File: config.mk
export PLATFORM = sky130hd
export DESIGN_NAME = motor_feedback_turn_tracker
export DESIGN_NICKNAME = d
export VERILOG_FILES = /design/src/design/mft_pkg.sv /design/src/design/mft_ram.sv /design/src/design/motor_feedback_turn_tracker.sv
export SDC_FILE = /design/constraint.sdc
export NUM_CORES = 2
export LEC_CHECK = 0
export BUFFER_PORTS_ARGS = -buffer_cell sky130_fd_sc_hd__buf_4
export CELL_PAD_IN_SITES_DETAIL_PLACEMENT = 1
export CELL_PAD_IN_SITES_GLOBAL_PLACEMENT = 1
export CORE_MARGIN = 3
export CORE_UTILIZATION = 55
export CTS_BUF_LIST = sky130_fd_sc_hd__clkbuf_4 sky130_fd_sc_hd__clkbuf_8
export DETAILED_ROUTE_END_ITERATION = 10
export PLACE_DENSITY = 0.79
export SYNTH_ARGS = -nofsm -noshare
export SYNTH_HDL_FRONTEND = slang
export SYNTH_HIERARCHICAL = 1
export SYNTH_SLANG_ARGS = --single-unit
export TNS_END_PERCENT = 100
File: constraint.sdc
create_clock -name clk -period 12.85 [get_ports clk]
set_clock_uncertainty 0.1 [all_clocks]
set_input_delay 3.2125 -clock clk [delete_from_list [all_inputs] [get_ports clk]]
set_output_delay 3.2125 -clock clk [all_outputs]
set_load 0.05 [all_outputs]
File: src/design/mft_pkg.sv
`default_nettype none
package mft_pkg;

  // Identifier window of the feedback frames.
  localparam logic [10:0] ID_FIRST = 11'h201;
  localparam logic [10:0] ID_LAST  = 11'h208;

  // Encoder geometry: 8192 counts per turn, turn steps on jumps beyond half of that.
  localparam int             TURN_SHIFT = 13;
  localparam logic signed [16:0] HALF_TURN = 17'sd4096;

  // Configuration register indexes.
  localparam logic [1:0] CFG_ENABLED          = 2'd0;
  localparam logic [1:0] CFG_ANGLE_DEADBAND   = 2'd1;
  localparam logic [1:0] CFG_CURRENT_DEADBAND = 2'd2;

  localparam logic [11:0] ANGLE_DEADBAND_RST   = 12'd100;
  localparam logic [14:0] CURRENT_DEADBAND_RST = 15'd200;

  // Per-motor tracking entry kept in the table memory.
  typedef struct packed {
    logic [15:0] offset;
    logic [15:0] prev_angle;
    logic [15:0] turns;
  } entry_t;

  localparam int ENTRY_W = $bits(entry_t);

endpackage
`default_nettype wire

File: src/design/mft_ram.sv
`default_nettype none
module mft_ram #(
  parameter int WIDTH = 48,
  parameter int DEPTH = 16
) (
  input  wire logic                                  clk,
  input  wire logic                                  we,
  input  wire logic [((DEPTH > 1) ? $clog2(DEPTH) : 1)-1:0] waddr,
  input  wire logic [WIDTH-1:0]                      wdata,
  input  wire logic [((DEPTH > 1) ? $clog2(DEPTH) : 1)-1:0] raddr,
  output logic      [WIDTH-1:0]                      rdata
);

  logic [WIDTH-1:0] mem_r [DEPTH];

  always_ff @(posedge clk) begin
    if (we) begin
      mem_r[waddr] <= wdata;
    end
    rdata <= mem_r[raddr];
  end

endmodule
`default_nettype wire

File: src/design/motor_feedback_turn_tracker.sv
`default_nettype none
// Multi-turn tracker for motor feedback frames.
// Input stream: one beat per received frame. in_tuser carries the bus number,
// in_tdata the identifier and the payload fields. A new frame is not taken
// before the last one is through: in the accept cycle the motor's entry is read
// from the table memory (synchronous read), then in the compute state the turn
// step and the total angle are computed, the entry is written back and the
// output register is loaded with the result beat.
// A frame that is dropped (block disabled, foreign identifier, unused bus)
// is taken while idle, leaves the block idle and produces no beat.
// Output stream: one beat per frame that was processed, held in an output
// register until out_tready. While that register is full and not taken, the
// block waits in its compute cycle and in_tready stays low.
// Configuration: cfg_valid/cfg_index/cfg_data, always ready, written only while
// the block is idle, a rule for the user that the block does not enforce. Reset
// clears the state, the first-seen bits and restores the register defaults
// (disabled, deadbands 100 and 200); the table needs no clearing: unseen entries go unused.
module motor_feedback_turn_tracker #(
  parameter int MOTORS_PER_BUS = 8,
  parameter int BUS_COUNT      = 2
) (
  input  wire logic        clk,
  input  wire logic        rst_n,
  // Configuration write channel.
  input  wire logic        cfg_valid,
  output logic             cfg_ready,
  input  wire logic [1:0]  cfg_index,
  input  wire logic [14:0] cfg_data,
  // Input stream.
  input  wire logic        in_tvalid,
  output logic             in_tready,
  input  wire logic [71:0] in_tdata,  // frame_id[10:0], angle_raw[26:11], speed_raw[42:27],
                                      // current_raw[58:43], temperature_raw[66:59], zero fill
  input  wire logic        in_tuser,  // bus
  // Output stream.
  output logic             out_tvalid,
  input  wire logic        out_tready,
  output logic [79:0]      out_tdata, // motor_slot[2:0], multi_turn_angle[32:3], speed[48:33],
                                      // current[64:49], temperature[72:65], zero fill
  output logic             out_tuser  // out_bus
);
  import mft_pkg::*;

  localparam int DEPTH = MOTORS_PER_BUS * BUS_COUNT;
  localparam int IDX_W = (DEPTH > 1) ? $clog2(DEPTH) : 1;

  localparam logic S_IDLE = 1'b0;
  localparam logic S_CALC = 1'b1;

  // Configuration registers.
  logic        enabled_r;
  logic [11:0] angle_db_r;
  logic [14:0] current_db_r;

  assign cfg_ready = 1'b1;

  always_ff @(posedge clk) begin
    if (!rst_n) begin
      enabled_r    <= 1'b0;
      angle_db_r   <= ANGLE_DEADBAND_RST;
      current_db_r <= CURRENT_DEADBAND_RST;
    end else if (cfg_valid) begin
      case (cfg_index)
        CFG_ENABLED:          enabled_r    <= cfg_data[0];
        CFG_ANGLE_DEADBAND:   angle_db_r   <= cfg_data[11:0];
        CFG_CURRENT_DEADBAND: current_db_r <= cfg_data;
        default: ;
      endcase
    end
  end

  // Input decode.
  logic [10:0] in_id;
  logic [2:0]  in_slot;
  logic [31:0] in_idx_wide;
  logic [IDX_W-1:0] in_idx;
  logic        in_fire;
  logic        in_ok;

  assign in_id       = in_tdata[10:0];
  assign in_slot     = 3'(in_id - ID_FIRST);
  assign in_idx_wide = 32'(in_tuser) * 32'(MOTORS_PER_BUS) + 32'(in_slot);
  assign in_idx      = in_idx_wide[IDX_W-1:0];
  assign in_fire     = in_tvalid && in_tready;
  assign in_ok       = enabled_r && (in_id >= ID_FIRST) && (in_id <= ID_LAST)
                       && (32'(in_slot) < 32'(MOTORS_PER_BUS))
                       && (32'(in_tuser) < 32'(BUS_COUNT));

  logic             state_r, state_nxt;
  logic             bus_r;
  logic [2:0]       slot_r;
  logic [IDX_W-1:0] idx_r;
  logic [15:0]      angle_r;
  logic [15:0]      speed_r;
  logic [15:0]      current_r;
  logic [7:0]       temp_r;
  logic [DEPTH-1:0] seen_r;

  logic             out_tvalid_r;
  logic [79:0]      out_tdata_r;
  logic             out_tuser_r;

  logic   out_free;
  logic   mem_we;
  entry_t mem_rdata;
  entry_t cur_entry;
  entry_t new_entry;
  logic [IDX_W-1:0] rd_addr;

  assign in_tready = (state_r == S_IDLE);
  assign out_free  = !out_tvalid_r || out_tready;
  assign mem_we    = (state_r == S_CALC) && out_free;
  assign rd_addr   = (state_r == S_IDLE) ? in_idx : idx_r;

  mft_ram #(
    .WIDTH(ENTRY_W),
    .DEPTH(DEPTH)
  ) u_table (
    .clk  (clk),
    .we   (mem_we),
    .waddr(idx_r),
    .wdata(new_entry),
    .raddr(rd_addr),
    .rdata(mem_rdata)
  );

  // An entry never seen reads as a fresh one: offset and previous angle take
  // this frame's angle and the turn count starts from zero.
  always_comb begin
    if (seen_r[idx_r]) begin
      cur_entry = mem_rdata;
    end else begin
      cur_entry = '{offset: angle_r, prev_angle: angle_r, turns: 16'd0};
    end
  end

  logic signed [16:0] diff;
  logic [15:0]        turns_nxt;
  logic signed [29:0] scaled;
  logic signed [16:0] delta;
  logic signed [29:0] total;
  logic signed [29:0] adb;
  logic signed [29:0] total_out;
  logic signed [16:0] cur_s;
  logic signed [16:0] cdb;
  logic [15:0]        current_out;

  always_comb begin
    diff = $signed({1'b0, angle_r}) - $signed({1'b0, cur_entry.prev_angle});
    if (diff < -HALF_TURN) begin
      turns_nxt = cur_entry.turns + 16'd1;
    end else if (diff > HALF_TURN) begin
      turns_nxt = cur_entry.turns - 16'd1;
    end else begin
      turns_nxt = cur_entry.turns;
    end
    scaled = $signed({turns_nxt[15], turns_nxt, 13'd0});
    delta  = $signed({1'b0, angle_r}) - $signed({1'b0, cur_entry.offset});
    total  = scaled + 30'(delta);
    adb    = $signed({18'd0, angle_db_r});
    if (total >= -adb && total <= adb) begin
      total_out = '0;
    end else begin
      total_out = total;
    end
    cur_s = $signed({current_r[15], current_r});
    cdb   = $signed({2'd0, current_db_r});
    if (cur_s >= -cdb && cur_s <= cdb) begin
      current_out = '0;
    end else begin
      current_out = current_r;
    end
    new_entry = '{offset: cur_entry.offset, prev_angle: angle_r, turns: turns_nxt};
  end

  always_comb begin
    state_nxt = state_r;
    unique case (state_r)
      S_IDLE: begin
        if (in_fire && in_ok) begin
          state_nxt = S_CALC;
        end
      end
      S_CALC: begin
        if (out_free) begin
          state_nxt = S_IDLE;
        end
      end
      default: state_nxt = S_IDLE;
    endcase
  end

  always_ff @(posedge clk) begin
    if (!rst_n) begin
      state_r      <= S_IDLE;
      seen_r       <= '0;
      out_tvalid_r <= 1'b0;
    end else begin
      state_r <= state_nxt;
      if (mem_we) begin
        seen_r[idx_r] <= 1'b1;
        out_tvalid_r  <= 1'b1;
      end else if (out_tready) begin
        out_tvalid_r <= 1'b0;
      end
    end
  end

  always_ff @(posedge clk) begin
    if (in_fire) begin
      bus_r     <= in_tuser;
      slot_r    <= in_slot;
      idx_r     <= in_idx;
      angle_r   <= in_tdata[26:11];
      speed_r   <= in_tdata[42:27];
      current_r <= in_tdata[58:43];
      temp_r    <= in_tdata[66:59];
    end
    if (mem_we) begin
      out_tuser_r <= bus_r;
      out_tdata_r <= {7'd0, temp_r, current_out, speed_r, total_out, slot_r};
    end
  end

  assign out_tvalid = out_tvalid_r;
  assign out_tdata  = out_tdata_r;
  assign out_tuser  = out_tuser_r;

  // A processed frame always moves on to the compute cycle.
  a_accept_to_calc: assert property (@(posedge clk) disable iff (!rst_n)
    (in_fire && in_ok) |=> (state_r == S_CALC))
    else $error("accepted frame did not enter the compute cycle");

  // A dropped frame never produces an output beat.
  a_drop_no_beat: assert property (@(posedge clk) disable iff (!rst_n)
    (in_fire && !in_ok) |=> (state_r == S_IDLE))
    else $error("dropped frame started processing");

  // Output beats only appear after a compute cycle.
  a_beat_from_calc: assert property (@(posedge clk) disable iff (!rst_n)
    $rose(out_tvalid) |-> $past(state_r == S_CALC))
    else $error("output beat without a compute cycle");

  // After a write-back the motor's entry is marked seen.
  a_seen_after_write: assert property (@(posedge clk) disable iff (!rst_n)
    mem_we |=> seen_r[idx_r])
    else $error("entry not marked seen after write-back");

endmodule
`default_nettype wire
Word level (Yosys, flattened, before mapping)

Memories as Yosys holds them, arrays and structs flattened. A register that Yosys moved wholly into a read port is not among the register bits.
Index checks and enable logic that the tools add are counted.

Bits in registers: 184
Bits in writable memories: 768
Input port bits: 95
Output and inout port bits: 84
Word-level logic and storage cells: 71
Memories kept: 1

Add/subtract/negate cells: 9
Magnitude comparators: 10
Eq/ne operators: 2
Mux-type cells: 15
Bitwise operators: 2
Reductions and logical operators: 15

Memories:

| name          | depth | bits a word | rd ports | clocked after Yosys merged registers in | write ports | RTL line      | RTL |
|---|---|---|---|---|---|---|---|
| u_table.mem_r | 16    | 48          | 1        | 1                                       | 1           | mft_ram.sv:14 | `logic [WIDTH-1:0] mem_r [DEPTH];` |

Operator list:

| kind                                                                | count |
|---|---|
| 2-to-1 mux 48 bit                                                   | 1 |
| subtractor 16 x 16 -> 17 bit                                        | 2 |
| 2-to-1 mux 16 bit                                                   | 2 |
| adder 29 x 17 -> 30 bit                                             | 1 |
| greater-or-equal comparator 30 bit                                  | 1 |
| <= comparator 30 x 13 -> 1 bit                                      | 1 |
| negation 12 -> 30 bit                                               | 1 |
| greater-or-equal comparator 16 x 17 -> 1 bit                        | 1 |
| > comparator 17 x 14 -> 1 bit, second input constant                | 1 |
| < comparator 17 x 13 -> 1 bit, second input constant                | 1 |
| negation 15 -> 17 bit                                               | 1 |
| adder 16 x 1 -> 16 bit, second input constant                       | 1 |
| <= comparator 16 bit                                                | 1 |
| bitwise OR 16 bit                                                   | 1 |
| subtractor 16 x 1 -> 16 bit, second input constant                  | 1 |
| greater-or-equal comparator 11 x 10 -> 1 bit, second input constant | 1 |
| <= comparator 11 x 10 -> 1 bit, second input constant               | 1 |
| logical AND 1 bit                                                   | 8 |
| 2-to-1 mux 1 bit                                                    | 8 |
| AND reduction 2 bit                                                 | 3 |
| < comparator 4 x 5 -> 1 bit, second input constant                  | 1 |
| adder 4 x 3 -> 4 bit                                                | 1 |
| binary-select mux 1 bit (select 4 bit)                              | 1 |
| demux 1 bit (select 4 bit)                                          | 1 |
| other kinds (11)                                                    | 11 |

Longest topological paths before layout

Depth after elaboration: 10
Depth in mapped cells: 44

By module

Netlist, hierarchy kept.

By module, submodules not included:

| module                      | instances | cells each | area each (µm²) |
|---|---|---|---|
| mft_ram                     | 1         | 1242       | 29694.7 |
| motor_feedback_turn_tracker | 1         | 1241       | 12001.5 |

Worst setup path after synthesis

OpenSTA, ideal clock, no wires.

Path kind: register to register
Start point: register slot_r[0] (netlist name)
End point: register out_tdata_r[12], in the netlist out_tdata[12] (data pin)
Library setup time: 0.275 ns
Arrival: 9.108 ns
Required time: 12.475 ns
Path slack: 3.368 ns
Cell stages (with the launch flop): 44
Period minus slack after synthesis: 9.482 ns
Cell sequence: edfxtp_1 -> buf_2 -> mux4_2 -> mux4_2 -> clkbuf_1 -> clkbuf_1 -> nand2b_1 -> nand2_1 -> ha_1 -> inv_1 -> fa_1 -> a21o_1 -> a22oi_1 -> a221oi_1 -> mux2_1 -> nand4_1 -> o31ai_2 -> a31oi_1 -> (+8 left out) -> a21boi_1 -> o41ai_1 -> a31o_2 -> nor2_1 -> nor3b_1 -> mux2i_1 -> inv_1 -> ha_1 -> nand4_1 -> nor4_1 -> nand3_1 -> a21oi_1 -> o21ai_0 -> a41oi_1 -> nor2_1 -> nor3_1 -> clkbuf_1 -> a211oi_1

RTL lines:

| item                 | RTL line                           | RTL |
|---|---|---|
| to (signal assigned) | motor_feedback_turn_tracker.sv:221 | `out_tdata_r <= {7'd0, temp_r, current_out, speed_r, total_out, slot_r};` |
| to (decl)            | motor_feedback_turn_tracker.sv:100 | `logic [79:0] out_tdata_r;` |

==> results_dict.tcl <==
set metrics [dict create \
    syn_area_mm2 0.04170 \
    crit_path_end_kind "flop" \
    critPathKind "flop to flop" \
    core.rowCount 100 \
    synthCells 2483 \
    fp.dieW_um 281.3 \
    synthArstFlopShare 0 \
    dieArea_mm2 0.07915 \
    cts_buffer_depth 3 \
    synth_top_area_frac 0.6496 \
    critPathTopFamily "compound AO/OA/AOI/OAI gates" \
    drc 0 \
    clk_pin_slew_ns 0.06 \
    finalSetupViolations 0 \
    routed.top_layer "met4" \
    layout_common_cells "902 x edfxtp_1, 209 x buf_4, 197 x mux4_2" \
    avgSynthCellArea_um2 16.79 \
    cts_buffers 160 \
    io_buffer_count 165 \
    cts_resized 0 \
    arrival_ns 12.01 \
    yosysWarnings 6 \
    seqPwrFrac 0.483 \
    grt_pass1_wl_mm 165.7 \
    switching_share 0.2634 \
    vdd_drop_max_uv 100.3 \
    crit_fanout 29 \
    met3WireLength_mm 8.144 \
    core-area_mm2 0.07482 \
    max_freq_ghz 0.08638 \
    cts.htree.levels 4 \
    antenna_found_initial 1 \
    clock_latency_ns 0.80 \
    start_util 0.5573 \
    die_y_um 281.3 \
    ant_nets 0 \
    cap_violations 0 \
    met2_length_mm 55.83 \
    rsz0062_at_grt "no" \
    outcome "finished clean" \
    p_comb_frac 0.142 \
    layout_min_cycle_time_ns 11.58 \
    cts_tree "yes" \
    drt-initial-drc-count 2397 \
    ys_seq_area_frac 0.6947 \
    final_common_cell "edfxtp_1" \
    final_cells 3862 \
    finalHoldViolations 0 \
    cts.sinks 996 \
    num_vias 24226 \
    synth_edf_count 902 \
    first_global_vias 26425 \
    cp_slowest_cell "edfxtp_1" \
    drive_above_1_share 0.2515 \
    power_density_mw_per_mm2 162.1 \
    synthTopCellsByArea "edfxtp_1 65%, mux4_2 11%, dfxtp_1 4.5%, ha_1 3.8%, a22oi_1 1.8%" \
    crit_buf_inv 3 \
    cts_hold_repair.buffers 0 \
    relSlewSlack 0.2094 \
    post-cts-setup-buffers 0 \
    grt_util_all_layers 0.2854 \
    gp_congestion 0.8561 \
    grt_max_degree 141 \
    cts_root_buffer "clkbuf_8" \
    syn_to_final_growth_pct 14.28 \
    hpwl_mm 63.35 \
    critPathLaunchType "flop" \
    first_pass_iters 5 \
    fin_crit_sh 0.9009 \
    drv_slew 0 \
    tightest_slew_ns 1.183 \
    routed_wl_mm 110.4 \
    power.switching_uw 2035 \
    io_pins 179 \
    yosys.cell_types.count 81 \
    p_leak_uw 0.01662 \
    synthFlopType "edfxtp_1" \
    met1_length_mm 43.33 \
    place_inst 3563 \
    pwr-share-clk 0.375 \
    crit_path_max_incr_delay_ns 0.89 \
    grt-ovfl-total 0 \
    wl_per_cell_um 28.59 \
    hold_class "flop to flop" \
    ys_seq_elements 996 \
    rrSetupSlack_ns 1.27 \
    layout.nets 2983 \
    crit_required_ns 13.29 \
    yosys.area.top_type "edfxtp_1" \
    viasPerCell 6.273 \
    internal_power_uw 5691 \
    fin_tns_setup_ns 0 \
]
==> synthesized netlist by cell type, types with 43 or more instances <==
cell	number
edfxtp_1	902
mux4_2	197
nand2_1	161
ha_1	128
a22oi_1	99
a21oi_1	94
dfxtp_1	94
inv_1	91
nor2_1	86
clkbuf_1	59
nor2b_1	59
o21ai_0	43
==> registers in the layout, summed over array words and instances (netlist names), 2 cells and up <==
signal and cells:
u_table/mem_r 768, out_tdata 73, u_table/rdata 48, angle_r 16, current_r 16, seen_r 16
speed_r 16, current_db_r 15, angle_db_r 12, temp_r 8, slot_r 2
==> worst paths after layout <==
check / end / start / depth (start not counted)
hold reg to reg: out_tdata[43]$_DFFE_PP_ / speed_r[10]$_DFFE_PP_ / 0
setup reg to reg: out_tdata[30]$_SDFFCE_PP0P_ / slot_r[0]$_DFFE_PP_ / 35
setup / recovery: out_tdata[30]$_SDFFCE_PP0P_ / slot_r[0]$_DFFE_PP_ / 35
hold / removal: out_tdata[43]$_DFFE_PP_ / speed_r[10]$_DFFE_PP_ / 0
==> per-layer routing <==
layer  global-route usage  vias up
met4              0.09941        0
met5                    0        -
met1               0.3735    12635
met3              0.06078      195
met2               0.4802      976
li1                     -    10420
==> power groups by stage <==
stage	Combinational [uW]	Sequential (uW)	Clock, uW
after floorplan	717	3770	0
after global placement	1010	3800	0
after detailed placement	1080	3800	0
after CTS	1090	3730	2950
after global routing	1200	3740	3100
final	1100	3730	2900
==> cell families after synthesis <==
family	after synthesis	synth area share
AO/OA/AOI/OAI	407	0.06653
XOR/XNOR	54	0.01134
adder cells (fa/ha/maj)	131	0.03985
buffers and inverters	197	0.02044
flip-flops	996	0.6947
multiplexers	204	0.1082
other	2	0.0001801
AND/OR/NAND/NOR	492	0.05875
==> metrics by stage <==
stage               instance area, um2  utilization  power, uW  hold WS, ns  setup slack [ns]
global placement                 44190       0.5907       4811       0.3007             1.785
finish                           47650       0.6369       7726       0.3119             1.273
CTS                              47640       0.6367       7772       0.3161             1.303
global route                     47650       0.6369       8041       0.3217            0.4849
floorplan                        41720            -       4488       0.3003             3.368
detailed placement               44190       0.5907       4875       0.3061             1.398
==> area by class of cell <==
type	count	area, um2
multi-input cells	1296	12060
fillers	6641	27170
diodes	2	5.005
clock inverters	58	478.0
well taps	969	1212
flip-flops and latches	996	28970
inverters	91	342.8
clock buffers	238	2963
repair buffers	212	1620
Note: power is estimated with default switching activity, not from simulation.
